[src/hw/rtl/stc_pkg.sv]
// ---------------------------------------------------------------------------
// stc_pkg: shared types and constants for the stereo shelf tone control
// Field widths, register indexes, phase codes and the sequencer-to-lane
// control struct.
// ---------------------------------------------------------------------------
package stc_pkg;

  // Fixed field widths
  localparam int COEF_W     = 26;
  localparam int CFG_W      = 52;
  localparam int VOL_W      = 17;
  localparam int SAMPLE_W   = 32;
  localparam int OUT_W      = 31;
  localparam int CFG_ADDR_W = 3;
  localparam int NUM_LANES  = 2;
  localparam int IN_TDATA_W  = 64;
  localparam int OUT_TDATA_W = 64;

  // Parameter defaults
  localparam int DEF_COEF_FRAC_BITS = 23;
  localparam int DEF_HISTORY_WIDTH  = 40;

  // Operand split: low chunk is unsigned, padded to one signed chunk width
  localparam int LO_CHUNK_W = 24;
  localparam int CHUNK_W    = LO_CHUNK_W + 1;
  localparam int VOL_FRAC   = 16;

  // Schedule: two partial products per term, followed by a pipeline drain
  localparam int BQ_ISSUE      = 10;
  localparam int VOL_ISSUE     = 2;
  localparam int PHASE_BQ_LEN  = BQ_ISSUE + 2;
  localparam int PHASE_VOL_LEN = VOL_ISSUE + 2;
  localparam int CNT_LAST      = 2 * PHASE_BQ_LEN + PHASE_VOL_LEN - 1;
  localparam int CNT_W         = 5;

  // Configuration register indexes
  localparam logic [CFG_ADDR_W-1:0] REG_BASS_B0_B1   = 3'd0;
  localparam logic [CFG_ADDR_W-1:0] REG_BASS_B2_A1   = 3'd1;
  localparam logic [CFG_ADDR_W-1:0] REG_BASS_A2      = 3'd2;
  localparam logic [CFG_ADDR_W-1:0] REG_TREBLE_B0_B1 = 3'd3;
  localparam logic [CFG_ADDR_W-1:0] REG_TREBLE_B2_A1 = 3'd4;
  localparam logic [CFG_ADDR_W-1:0] REG_TREBLE_A2    = 3'd5;
  localparam logic [CFG_ADDR_W-1:0] REG_VOLUME       = 3'd6;

  // Processing phases
  localparam logic [1:0] PH_BASS   = 2'd0;
  localparam logic [1:0] PH_TREBLE = 2'd1;
  localparam logic [1:0] PH_VOL    = 2'd2;

  // Term indexes within a biquad
  localparam logic [2:0] TERM_X  = 3'd0;
  localparam logic [2:0] TERM_X1 = 3'd1;
  localparam logic [2:0] TERM_X2 = 3'd2;
  localparam logic [2:0] TERM_Y1 = 3'd3;
  localparam logic [2:0] TERM_Y2 = 3'd4;

  // Control from the sequencer, common to all lanes
  typedef struct packed {
    logic              load;
    logic [1:0]        phase;
    logic [2:0]        term;
    logic              mul_hi;
    logic [COEF_W-1:0] coef;
    logic              acc_first;
    logic              acc_hi;
    logic              fin;
  } lane_ctl_t;

endpackage

[src/hw/rtl/stc_ctrl.sv]
// ---------------------------------------------------------------------------
// stc_ctrl: register file and sequencer
// Holds the coefficient and volume registers, steps the multiply-accumulate
// schedule and selects the coefficient shared by both lanes.
// ---------------------------------------------------------------------------
module stc_ctrl
  import stc_pkg::*;
(
  input  logic                  clk,
  input  logic                  rst_n,
  input  logic                  cfg_wr_en,
  input  logic [CFG_ADDR_W-1:0] cfg_addr,
  input  logic [CFG_W-1:0]      cfg_wdata,
  input  logic                  in_fire,
  input  logic                  push_ok,
  output logic                  in_ready,
  output logic                  push,
  output lane_ctl_t             ctl
);

  localparam logic [1:0] ST_IDLE = 2'd0;
  localparam logic [1:0] ST_RUN  = 2'd1;
  localparam logic [1:0] ST_PUSH = 2'd2;

  logic [CFG_W-1:0]  bass_b0_b1_r, bass_b2_a1_r, treble_b0_b1_r, treble_b2_a1_r;
  logic [COEF_W-1:0] bass_a2_r, treble_a2_r;
  logic [VOL_W-1:0]  volume_r;

  logic [1:0]       state_r, state_nxt;
  logic [CNT_W-1:0] cnt_r, cnt_nxt;

  logic [1:0]       phase;
  logic [CNT_W-1:0] loc, n_issue;
  logic             running;
  logic [CFG_W-1:0] b01, b2a1;
  logic [COEF_W-1:0] a2, coef;

  // Configuration registers
  always_ff @(posedge clk) begin
    if (!rst_n) begin
      bass_b0_b1_r   <= CFG_W'(8388608);
      bass_b2_a1_r   <= '0;
      bass_a2_r      <= '0;
      treble_b0_b1_r <= CFG_W'(8388608);
      treble_b2_a1_r <= '0;
      treble_a2_r    <= '0;
      volume_r       <= VOL_W'(65536);
    end else if (cfg_wr_en) begin
      unique case (cfg_addr)
        REG_BASS_B0_B1:   bass_b0_b1_r   <= cfg_wdata;
        REG_BASS_B2_A1:   bass_b2_a1_r   <= cfg_wdata;
        REG_BASS_A2:      bass_a2_r      <= cfg_wdata[COEF_W-1:0];
        REG_TREBLE_B0_B1: treble_b0_b1_r <= cfg_wdata;
        REG_TREBLE_B2_A1: treble_b2_a1_r <= cfg_wdata;
        REG_TREBLE_A2:    treble_a2_r    <= cfg_wdata[COEF_W-1:0];
        REG_VOLUME:       volume_r       <= cfg_wdata[VOL_W-1:0];
        default: ;
      endcase
    end
  end

  // Phase and position within phase
  always_comb begin
    if (cnt_r < CNT_W'(PHASE_BQ_LEN)) begin
      phase = PH_BASS;
      loc   = cnt_r;
    end else if (cnt_r < CNT_W'(2 * PHASE_BQ_LEN)) begin
      phase = PH_TREBLE;
      loc   = cnt_r - CNT_W'(PHASE_BQ_LEN);
    end else begin
      phase = PH_VOL;
      loc   = cnt_r - CNT_W'(2 * PHASE_BQ_LEN);
    end
    n_issue = (phase == PH_VOL) ? CNT_W'(VOL_ISSUE) : CNT_W'(BQ_ISSUE);
  end

  // Coefficient select, shared by both lanes
  always_comb begin
    b01  = (phase == PH_TREBLE) ? treble_b0_b1_r : bass_b0_b1_r;
    b2a1 = (phase == PH_TREBLE) ? treble_b2_a1_r : bass_b2_a1_r;
    a2   = (phase == PH_TREBLE) ? treble_a2_r : bass_a2_r;
    case (loc[3:1])
      TERM_X:  coef = b01[COEF_W-1:0];
      TERM_X1: coef = b01[2*COEF_W-1:COEF_W];
      TERM_X2: coef = b2a1[COEF_W-1:0];
      TERM_Y1: coef = b2a1[2*COEF_W-1:COEF_W];
      default: coef = a2;
    endcase
    if (phase == PH_VOL) coef = {{(COEF_W-VOL_W){1'b0}}, volume_r};
  end

  // Lane control: issue at loc, accumulate the registered product in the next cycle, finish after that
  assign running = (state_r == ST_RUN);
  always_comb begin
    ctl.load      = in_fire;
    ctl.phase     = phase;
    ctl.term      = loc[3:1];
    ctl.mul_hi    = loc[0];
    ctl.coef      = coef;
    ctl.acc_first = (loc == CNT_W'(1));
    ctl.acc_hi    = ~loc[0];
    ctl.fin       = running && (loc == n_issue + CNT_W'(1));
  end

  // Sequencer
  always_comb begin
    state_nxt = state_r;
    cnt_nxt   = cnt_r;
    unique case (state_r)
      ST_IDLE: begin
        if (in_fire) begin
          state_nxt = ST_RUN;
          cnt_nxt   = '0;
        end
      end
      ST_RUN: begin
        if (cnt_r == CNT_W'(CNT_LAST)) state_nxt = ST_PUSH;
        else cnt_nxt = cnt_r + CNT_W'(1);
      end
      ST_PUSH: begin
        if (push_ok) state_nxt = ST_IDLE;
      end
      default: state_nxt = ST_IDLE;
    endcase
  end

  always_ff @(posedge clk) begin
    if (!rst_n) begin
      state_r <= ST_IDLE;
      cnt_r   <= '0;
    end else begin
      state_r <= state_nxt;
      cnt_r   <= cnt_nxt;
    end
  end

  assign in_ready = (state_r == ST_IDLE);
  assign push     = (state_r == ST_PUSH) && push_ok;

endmodule

[config.mk]
export PLATFORM = sky130hd
export DESIGN_NAME = stc_ctrl
export DESIGN_NICKNAME = d
export VERILOG_FILES = /design/src/hw/rtl/stc_pkg.sv /design/src/hw/rtl/stc_ctrl.sv
export SDC_FILE = /design/constraint.sdc
export NUM_CORES = 1
export LEC_CHECK = 0
export BUFFER_PORTS_ARGS = -buffer_cell sky130_fd_sc_hd__buf_4
export CORE_MARGIN = 10
export CORE_UTILIZATION = 45
export CTS_BUF_LIST = sky130_fd_sc_hd__clkbuf_4 sky130_fd_sc_hd__clkbuf_8 sky130_fd_sc_hd__clkbuf_16
export DETAILED_ROUTE_END_ITERATION = 7
export HOLD_SLACK_MARGIN = 0.15
export PLACE_DENSITY = 0.7
export SYNTH_ARGS = -nofsm -noshare
export SYNTH_HDL_FRONTEND = slang
export SYNTH_SLANG_ARGS = --single-unit
export TNS_END_PERCENT = 100
[constraint.sdc]
create_clock -name clk -period 2.3 [get_ports clk]
set_input_delay 0.115 -clock clk [delete_from_list [all_inputs] [get_ports clk]]
set_output_delay 0.115 -clock clk [all_outputs]
set_load 0.02 [all_outputs]
# After elaboration in Yosys (flattened, before gate mapping)
# Index checks and enable logic that the tools add are counted.
word_totals:
  register_bits: 284
  inputBits: 60
  output_inout_bits: 38
  wordCells: 68
classes:
  add_sub_neg: 4
  magnitude_cmp: 2
  eq_ne: 20
  muxes: 17
  n_bitwise: 1
  n_reduce_logical: 15
ops:
  columns: ["op", "count"]
  rows:
  - ["$mux 52", 2]
  - ["$pmux 26 s4", 1]
  - ["$mux 26", 2]
  - ["$mux 5", 4]
  - ["$reduce_and 2->1", 7]
  - ["$eq 3x2->1 const B", 4]
  - ["$mux 2", 5]
  - ["$pmux 5 s2", 1]
  - ["$eq 3x3->1 const B", 3]
  - ["$eq 3x1->1 const B", 2]
  - ["$logic_not 3->1", 2]
  - ["$ne 2x2->1 const B", 3]
  - ["$pmux 2 s3", 1]
  - ["$reduce_and 3->1", 2]
  - ["$add 4x1->5 const B", 1]
  - ["$add 5x1->5 const B", 1]
  - ["$eq 5x1->1 const B", 1]
  - ["$eq 5x5->1", 1]
  - ["$eq 5x5->1 const B", 1]
  - ["$lt 5x4->1 const B", 1]
  - ["$lt 5x5->1 const B", 1]
  - ["$sub 5x4->5 const B", 1]
  - ["$sub 5x5->5 const B", 1]
  - ["$eq 2x1->1 const B", 2]
  - ["other kinds (7)", 9]

# Logic depth before layout (Yosys ltp)
# Gate-level depths: netlist of run 1.
depth:
  word_depth: 8
  depth_mapped: 12
  mapped_depth_nobuf: 8

# Least setup slack after synthesis of run 1
# No wires, ideal clock.
synth_path:
  kind: "register to output"
  start: "reg cnt_r[3]"
  end: "out ctl[0] (netlist bit)"
  arrival_time_ns: 2.445
  t_required_ns: 2.185
  setup_slack_ns: -0.260
  path_stages_with_launch: 8
  n_path_buf: 2
  path_cell_list: "dfxtp_1 > ha_1 > buf_6 > clkbuf_1 > nand2_1 > o32ai_1 > a21oi_1 > a2111oi_0"
synth_lines:
  columns: ["element", "line", "text"]
  rows:
  - ["start, declared", "stc_ctrl.sv:30", "logic [CNT_W-1:0] cnt_r, cnt_nxt;"]
  - ["start signal, assigned", "stc_ctrl.sv:133", "cnt_r <= cnt_nxt;"]
  - ["end, declared", "stc_ctrl.sv:18", "output lane_ctl_t ctl"]

==> results of run 1 <==
worst max path at each step:
| stage | start | cells after the start | slack [ns] | to |
|---|---|---|---|---|
| floorplan | cnt_r[3] | 7 | 0.0006 | ctl[0] |
| global placement | cnt_r[3] | 8 | -0.24 | ctl[27] |
| detailed placement | cnt_r[3] | 8 | -0.29 | ctl[27] |
| CTS | cnt_r[3] | 10 | -0.70 | ctl[10] |
| global route | cnt_r[3] | 10 | -0.82 | ctl[7] |
| finish | cnt_r[4] | 11 | -0.72 | ctl[7] |
layout by cell type, fill, tap and decap left out, types with 4 or more instances in the layout:
cell	Yosys	final
a21boi_0	263	263
clkinv_2	0	7
mux2_2	8	8
buf_12	0	25
buf_6	8	40
o22ai_1	18	13
clkbuf_8	0	7
nand2b_1	22	22
clkbuf_16	0	34
nor2_1	14	9
clkbuf_4	0	9
dlygate4sd3_1	0	58
inv_1	6	4
mux2i_2	1	7
o22ai_2	0	5
a311oi_1	17	13
and3_1	28	27
nand2_1	656	651
buf_4	10	148
nand2_2	0	4
a211oi_1	14	5
nor2b_1	6	5
a21oi_1	29	23
a311o_1	9	9
dfxtp_1	284	282
a21boi_1	11	11
nand3_1	16	14
a211oi_2	12	19
o41a_1	17	17
a21oi_2	1	5
o21ai_0	9	8
a311oi_2	0	4
o221ai_4	0	8
a31oi_2	0	8
mux2i_1	45	36
per-stage QoR:
step	hold WS [ns]	setup slack (ns)	std cells
5_1_grt	0.180	-0.817	2266
2_1_floorplan	0.239	0.000609	1682
3_3_place_gp	0.388	-0.244	2134
4_1_cts	0.150	-0.702	2257
6_report	0.191	-0.722	2266
3_5_place_dp	0.391	-0.294	2134
registers in the layout, indices dropped and copies added, names as in the netlist:
| register | cells |
|---|---|
| bass_b0_b1_r | 52 |
| treble_b0_b1_r | 52 |
| cnt_r | 5 |
| bass_a2_r | 26 |
| volume_r | 17 |
| treble_a2_r | 26 |
| treble_b2_a1_r | 52 |
| state_r | 2 |
| bass_b2_a1_r | 52 |
cell type report:
cell class,instances,area (um^2)
Inverter,8,37.5
Timing Repair Buffer,279,2840
Clock inverter,9,95.1
Fill cell,2494,11800
Tap cell,390,488
Sequential cell,284,5690
Clock buffer,47,940
Multi-Input combinational cell,1249,7580
worst reg2reg max path, stage by stage, from the launching register on:
cell	delay, ns
dfxtp_1	0.39
ha_1	0.28
and3_1	0.25
a21oi_1	0.31
nand4_1	0.17
xor2_1	0.18
nor2_1	0.06
report_power, final:
part,leakage [uW],switching (uW),internal (uW),total (uW)
Combinational,0.00330,472,390,862
Clock,0.000529,2000,3020,5020
Sequential,0.00230,66.1,5020,5090
cell families (layout without fill, tap and decap cells):
| logic type | after synthesis | in the layout | synth area share [%] |
|---|---|---|---|
| compound gates | 428 | 428 | 24.5 |
| buf+inv | 149 | 343 | 5.06 |
| fa+ha+maj | 6 | 6 | 0.561 |
| flops | 284 | 284 | 42.5 |
| simple gates | 758 | 758 | 23.0 |
| xor+xnor | 3 | 3 | 0.197 |
| mux | 54 | 54 | 4.14 |
metal layers:
layer | global-route usage (%) | wire length [um] | up-vias
li1 | - | - | 6027
met1 | 30.1 | 19100 | 6222
met2 | 39.8 | 21500 | 489
met3 | 3.79 | 3250 | 106
met4 | 8.08 | 1520 | 0
met5 | 0 | 0 | -
repair_timing:
item,in CTS,in global routing
pin swaps,24,20
cloned,3,3
hold buffers,58,0
gates resized for setup,71,51
buffers inserted,6,6
setup endpoints to repair,30,29
endpoints found under the hold margin,283,0
==> out/metrics.yaml, run 1 <==
finalHoldViolations: 0
crit_path_end_kind: "output port"
crit_fanout: 13
drc: 0
arrival_ns: 2.91
synth_most_common_cell: "nand2_1"
fin_area_um2: 17700
grt.overflow.total: 0
path_cells: "inv_4 -> ha_4 -> and3b_2 -> nor2_8 -> inv_4 -> buf_12 -> a211oi_2 -> a311oi_1 -> buf_4 -> o41a_1 -> buf_6"
setup_slack_ns: -0.722
vias: 12800
nets: 1919
cpMaxStageDelayCell: "o41a_1"
synth_area_leaders: "dfxtp_1 (43%), nand2_1 (18%), a21boi_0 (15%)"
setup-tns-final_ns: -16.96
hold_start: "cfg_addr[0]"
synth_nets: 1748
path_clk_slew_ns: 0.06
antenna_found_initial: 0
slew_violations: 0
p_total_uw: 11000
htreeDepth: 1
start_util_pct: 45.4
die-area_um2: 37000
gp_congestion: 0.842
status: "finished, violations left"
ios: 98
synthFlopType: "dfxtp_1"
cpPeakStageDelay_ns: 0.48
leakage_uw: 0.00613
ys_seq_area_share_pct: 42.5
synth_common_cells: "nand2_1 (656), dfxtp_1 (284), a21boi_0 (263)"
clock_skew_ns: 0.00175
row_count: 63
io_buffer_count: 97
powerDensity_nw_per_um2: 621
cts.sinks: 284
whs_endpoint: "bass_b0_b1_r[43]"
fin_crit_sh_pct: 131
drt-initial-drc-count: 1058
worstMarginPinSlew_ns: 0.722
path_buf_inv: 5
hold_class: "input pin to flop"
yosys_warnings: 0
critPathRequiredTime_ns: 2.18
die_w_um: 192
crit_top_cell: "inv_4"
core_area_um2: 29500
first_global_vias: 12900
grt_util_all_layers_pct: 23.6
max_cap_violations: 0
syn2layout_area_growth_pct: 32.1
die_h_um: 192
r2r_start: "cnt_r[0]"
root_buffer: "clkbuf_16"
crit_family: "compound AO/OA/AOI/OAI gates"
timing.fmax_mhz: 331
ff2ff_setup_slack_ns: 0.56
ant_nets: 0
synth_cell_type_count: 53
grt_pass1_wl_um: 70700
finalCriticalPeriod_ns: 3.02
avgSynthCellArea_um2: 7.95
startpoint_type: "flop"
syn-cell-area_um2: 13400
yosysTopAreaCell: "dfxtp_1"
post-route-util_pct: 59.9
postSynth.asyncResetShare_pct: 0
worstRegToRegCells: 6
cts_made_buffers: 31
syn_inst: 1682
r2r_end: "cnt_r[3]"
drive_gt1_share_pct: 20.4
avgViaCountPerCell: 5.67
antenna_cells: 0
clock_path_buffers: 3
ys_ff_latch: 284
dr.pass1.iters: 5
setup_viol: 29
whs_path_depth: 5
violations: "setup timing"
ir_worst_vdd_v: 0.000552
dp_hpwl_um: 28600
grt_max_degree: 113
relSlewSlack_pct: 51.9
criticalPathCategory: "flop to output port"
worstSkewPairLatency_ns: 0.56
cts_tree: "yes"
rsz0062_at_grt: "true"
drt_wl_total_um: 45300
postPlaceCellArea_um2: 15300
wl_per_cell_um: 20.0
synth_top_cell_area_share_pct: 42.5
synth_edf_count: 0
Note: power is estimated with default switching activity, not from simulation.
==> run 2, diff against run 1 <==
- RECOVER_POWER: unset -> 25
- REMOVE_ABC_BUFFERS: unset -> 1
==> run 2 against run 1 <==
Effect of this change: the run ends with capacitance limit, slew limit, setup timing left; global-route usage shrank 1.0 points; clock skew grew 0.0035 ns; worst setup slack gained 0.071 ns; wire length shrank 5.5%; fmax grew 2.4%.
==> out/metrics.yaml, run 2 (same netlist as run 1, synthesis figures left out) <==
crit_top_cell: "buf_4"
finalCriticalPeriod_ns: 2.95
whs_endpoint: "volume_r[7]"
p_total_uw: 11300
first_global_vias: 12300
antenna_found_initial: 0
grt_pass1_wl_um: 67600
syn2layout_area_growth_pct: 30.5
worstSkewPairLatency_ns: 0.56
hold_start: "cfg_addr[2]"
ios: 98
dp_hpwl_um: 24100
final_common_cell: "nand2_1"
die_h_um: 192
fin_crit_sh_pct: 128
clock_skew_ns: 0.00525
gp_congestion: 0.865
ir_worst_vdd_v: 0.000454
io_buffer_count: 97
final_cell_mix: "nand2_1 (653), dfxtp_1 (282), a21boi_0 (267), buf_4 (145), dlygate4sd3_1 (59)"
cts_made_buffers: 30
wl_per_cell_um: 18.9
path_clk_slew_ns: 0.07
relSlewSlack_pct: -1.22
place_ws_ns: -0.199
powerDensity_nw_per_um2: 648
whs_path_depth: 5
drt_wl_total_um: 42900
root_buffer: "clkbuf_16"
die-area_um2: 37000
critPathRequiredTime_ns: 2.18
cpMaxStageDelayCell: "o41a_1"
path_cells: "buf_4 -> ha_4 -> o21bai_1 -> a22oi_2 -> inv_2 -> buf_12 -> buf_4 -> a211oi_2 -> a311oi_1 -> o41a_1 -> buf_4"
violations: "capacitance limit, slew limit, setup timing"
timing.fmax_mhz: 339
max_cap_violations: 1
cts.sinks: 284
row_count: 63
setup_slack_ns: -0.651
avgViaCountPerCell: 5.57
grt.overflow.total: 0
startpoint_type: "flop"
crit_fanout: 21
nets: 1916
r2r_end: "cnt_r[3]"
finalHoldViolations: 0
worstRegToRegCells: 7
vias: 12600
worstMarginPinSlew_ns: 1.52
leakage_uw: 0.00611
r2r_start: "cnt_r[1]"
cpPeakStageDelay_ns: 0.42
grt_util_all_layers_pct: 22.6
start_util_pct: 45.4
grt_max_degree: 107
ff2ff_setup_slack_ns: 0.41
slew_violations: 53
clock_path_buffers: 3
fillCellCount: 2588
drt-initial-drc-count: 1142
status: "finished, violations left"
rsz0062_at_grt: "true"
cts_tree: "yes"
core_area_um2: 29500
criticalPathCategory: "flop to output port"
die_w_um: 192
ant_nets: 0
setup_viol: 30
drive_gt1_share_pct: 18.8
drc: 0
hold_class: "input pin to flop"
dr.pass1.iters: 5
post-route-util_pct: 59.2
htreeDepth: 1
crit_path_end_kind: "output port"
arrival_ns: 2.84
[run 2: cell count changes in the layout (fill, tap and decap cells not counted), sizes merged]
cell and change:
clkbuf -4, buf -8, bufbuf +1, bufinv +5
dlygate4sd3 +1, diode +1, clkinv +1
[run 2: worst max-delay path: cells and delay by family, from the launching register on]
kind	cells	cell delay, ns
adders and majority gates	1	0.19
DFF	1	0.32
AOI/OAI and AO/OA	5	1.01
buffers and inverters	5	0.74
[run 2: timing repair]
item | 4_1_cts | 5_1_grt
hold buffers | 59 | 0
cloned | 3 | 0
hold endpoints to repair | 283 | 0
pin swaps | 20 | 14
endpoints found under the setup margin | 31 | 31
gates resized for setup | 89 | 38
setup buffers | 17 | 7
[run 2: final cells by class]
class / instances / area [um^2] / share of cell area [%]
well taps: 390 / 488 / 2.80
multi-input cells: 1249 / 7410 / 42.5
inverters: 8 / 37.5 / 0.215
flip-flops and latches: 284 / 5690 / 32.6
repair buffers: 277 / 2710 / 15.5
clock buffers: 39 / 855 / 4.90
diodes: 1 / 2.50 / 0.0143
clock inverters: 15 / 254 / 1.46
[run 2: through the flow]
| step | area [um^2] | TNS [ns] | hold slack, ns | cells |
|---|---|---|---|---|
| floorplan | 12700 | -149.60 | 0.187 | 1541 |
| global placement | 14900 | -2.29 | 0.381 | 2124 |
| detailed placement | 14900 | -3.11 | 0.386 | 2124 |
| CTS | 17300 | -15.39 | 0.174 | 2257 |
| global route | 17400 | -22.51 | 0.214 | 2262 |
| finish | 17400 | -15.46 | 0.201 | 2263 |
[run 2: report_power, final]
group,switching (uW),leakage [uW],total [uW],internal [uW]
combinational,452,0.00326,819,367
clock,2030,0.000557,5410,3390
sequential,56.4,0.00230,5080,5020
total,2530,0.00611,11300,8780
[run 2: worst max-delay path by stage]
stage              from  cells after the start  slack (ns)  endpoint
3_3_place_gp   cnt_r[4]                     10       -0.18   ctl[14]
3_5_place_dp   cnt_r[3]                      9       -0.20   ctl[14]
2_1_floorplan  cnt_r[3]                      6       -2.38   ctl[26]
6_report       cnt_r[4]                     11       -0.65    ctl[9]
4_1_cts        cnt_r[4]                     11       -0.64    ctl[9]
5_1_grt        cnt_r[4]                     11       -0.70    ctl[9]
[run 2: layer usage]
metal	vias up	routed length (um)	global-route usage (%)
met5	-	0	0
met4	0	952	6.17
met3	80	3520	2.86
met2	513	19800	37.3
met1	6001	18600	30.4
li1	6009	-	-
==> run 3, diff against run 2 <==
==> constraint.sdc (replaced) <==
create_clock -name clk -period 2.3 [get_ports clk]
set_input_delay 0.115 -clock clk [delete_from_list [all_inputs] [get_ports clk]]
set_output_delay 0.115 -clock clk [all_outputs]
set_load 0.005 [all_outputs]
==> run 3 against run 2 <==
Effect of this change: the run still ends with capacitance limit, slew limit, setup timing left; power fell by 8.1%; die area unchanged; first-iteration DRC count down 9.7%; final cell count is 0.88% lower; flip-flop and latch count stayed put; cell area decreased by 2.0%; highest routed layer unchanged.
==> out/metrics.yaml, run 3 (same netlist as run 1, synthesis figures left out) <==
ant_nets: 0
dp_hpwl_um: 23900
p_total_uw: 10400
worstRegToRegCells: 6
cts.sinks: 284
wl_per_cell_um: 18.9
path_clk_slew_ns: 0.06
row_count: 63
whs_path_depth: 4
drt_wl_total_um: 42400
r2r_start: "cnt_r[1]"
fillCellCount: 2621
crit_path_end_kind: "output port"
io_buffer_count: 97
clock_skew_ns: 0.00215
cts_tree: "yes"
drive_gt1_share_pct: 17.8
die-area_um2: 37000
finalHoldViolations: 0
critPathRequiredTime_ns: 2.18
rsz0062_at_grt: "true"
worstSkewPairLatency_ns: 0.55
whs_endpoint: "treble_b0_b1_r[50]"
antenna_cells: 0
timing.fmax_mhz: 344
grt_util_all_layers_pct: 22.2
ff2ff_setup_slack_ns: 0.52
setup_slack_ns: -0.607
setup-tns-final_ns: -14.62
antenna_found_initial: 0
crit_fanout: 8
nets: 1903
first_global_vias: 12300
max_cap_violations: 1
drc: 0
ios: 98
vias: 12500
relSlewSlack_pct: -7.22
start_util_pct: 45.4
clock_path_buffers: 3
slew_violations: 53
die_w_um: 192
grt.overflow.total: 0
hold_start: "cfg_addr[0]"
grt_max_degree: 76
r2r_end: "cnt_r[3]"
setup_viol: 34
avgViaCountPerCell: 5.57
fin_crit_sh_pct: 126
powerDensity_nw_per_um2: 608
grt_pass1_wl_um: 66800
finalCriticalPeriod_ns: 2.91
worstMarginPinSlew_ns: 1.61
final_cell_mix: "nand2_1 (653), dfxtp_1 (282), a21boi_0 (266), buf_4 (154), dlygate4sd3_1 (62)"
cts_made_buffers: 29
gp_congestion: 0.844
leakage_uw: 0.00595
startpoint_type: "flop"
cp-startpoint: "cnt_r[4]"
dr.pass1.iters: 5
htreeDepth: 1
arrival_ns: 2.79
criticalPathCategory: "flop to output port"
die_h_um: 192
final_common_cell: "nand2_1"
status: "finished, violations left"
ir_worst_vdd_v: 0.000583
hold_class: "input pin to flop"
violations: "capacitance limit, slew limit, setup timing"
core_area_um2: 29500
drt-initial-drc-count: 1031
syn2layout_area_growth_pct: 27.9
root_buffer: "clkbuf_16"
[run 3: cell count changes in the layout (fill, tap and decap cells not counted), moves of 3 or more]
cell and delta:
clkbuf_4 +4, o221ai_4 -4, dlygate4sd3_1 +3, o22ai_1 -3
o22ai_2 +3, clkinv_2 -6, o221ai_1 +4, buf_6 -25
bufinv_16 -7, clkbuf_8 +5, buf_4 +9
[run 3: layout make-up]
type	count	area, um^2	area share [%]
inverters	8	42.5	0.249
multi-input cells	1249	7380	43.2
flip-flops and latches	284	5690	33.3
clock buffers	46	903	5.28
repair buffers	265	2590	15.1
clock inverters	1	5.00	0.0293
well taps	390	488	2.85
[run 3: critical path: stages (launching register included)]
cell and delay (ns):
dfxtp_4 0.39, inv_4 0.04, ha_4 0.18, and3b_2 0.25
nor2_8 0.18, inv_8 0.10, a211oi_1 0.28, a311oi_1 0.08
buf_4 0.15, o41a_1 0.43, buf_4 0.15
[run 3: power by group]
part / internal, uW / leakage (uW) / switching (uW) / total (uW)
Combinational: 358 / 0.00319 / 422 / 781
Sequential: 5020 / 0.00230 / 57.6 / 5080
Clock: 2650 / 0.000460 / 1880 / 4540
Total: 8030 / 0.00595 / 2360 / 10400
[run 3: worst max-delay path by stage]
stage | endpoint | slack, ns | cells past startpoint
after floorplan | ctl[26] | -2.04 | 6
after global placement | ctl[21] | -0.21 | 9
after detailed placement | ctl[23] | -0.27 | 9
after CTS | ctl[5] | -0.61 | 10
after global routing | ctl[5] | -0.65 | 10
final | ctl[5] | -0.61 | 10
[run 3: metal layers]
metal | track usage, % | share of wire (%) | vias to the layer above
li1 | - | - | 5972
met1 | 30.3 | 45 | 6020
met2 | 36.1 | 46 | 438
met3 | 2.91 | 6.8 | 67
met4 | 5.87 | 2.1 | 0
met5 | 0 | 0 | -
[run 3: what timing repair did]
action	4_1_cts	5_1_grt
setup endpoints to repair	31	29
setup buffers	9	7
resized for setup	62	38
cloned	3	1
hold buffers	62	0
endpoints found under the hold margin	283	0
pin swaps	22	11
[run 3: metrics by stage]
stage	hold slack, ns	setup slack [ns]	cell area [um^2]	utilization (%)	std cells
2_1_floorplan	0.187	-2.04	12700	-	1541
3_3_place_gp	0.381	-0.208	14900	50.5	2114
3_5_place_dp	0.386	-0.272	14900	50.5	2114
4_1_cts	0.158	-0.607	16900	57.2	2235
5_1_grt	0.191	-0.653	17100	58.0	2243
6_report	0.165	-0.607	17100	58.0	2243
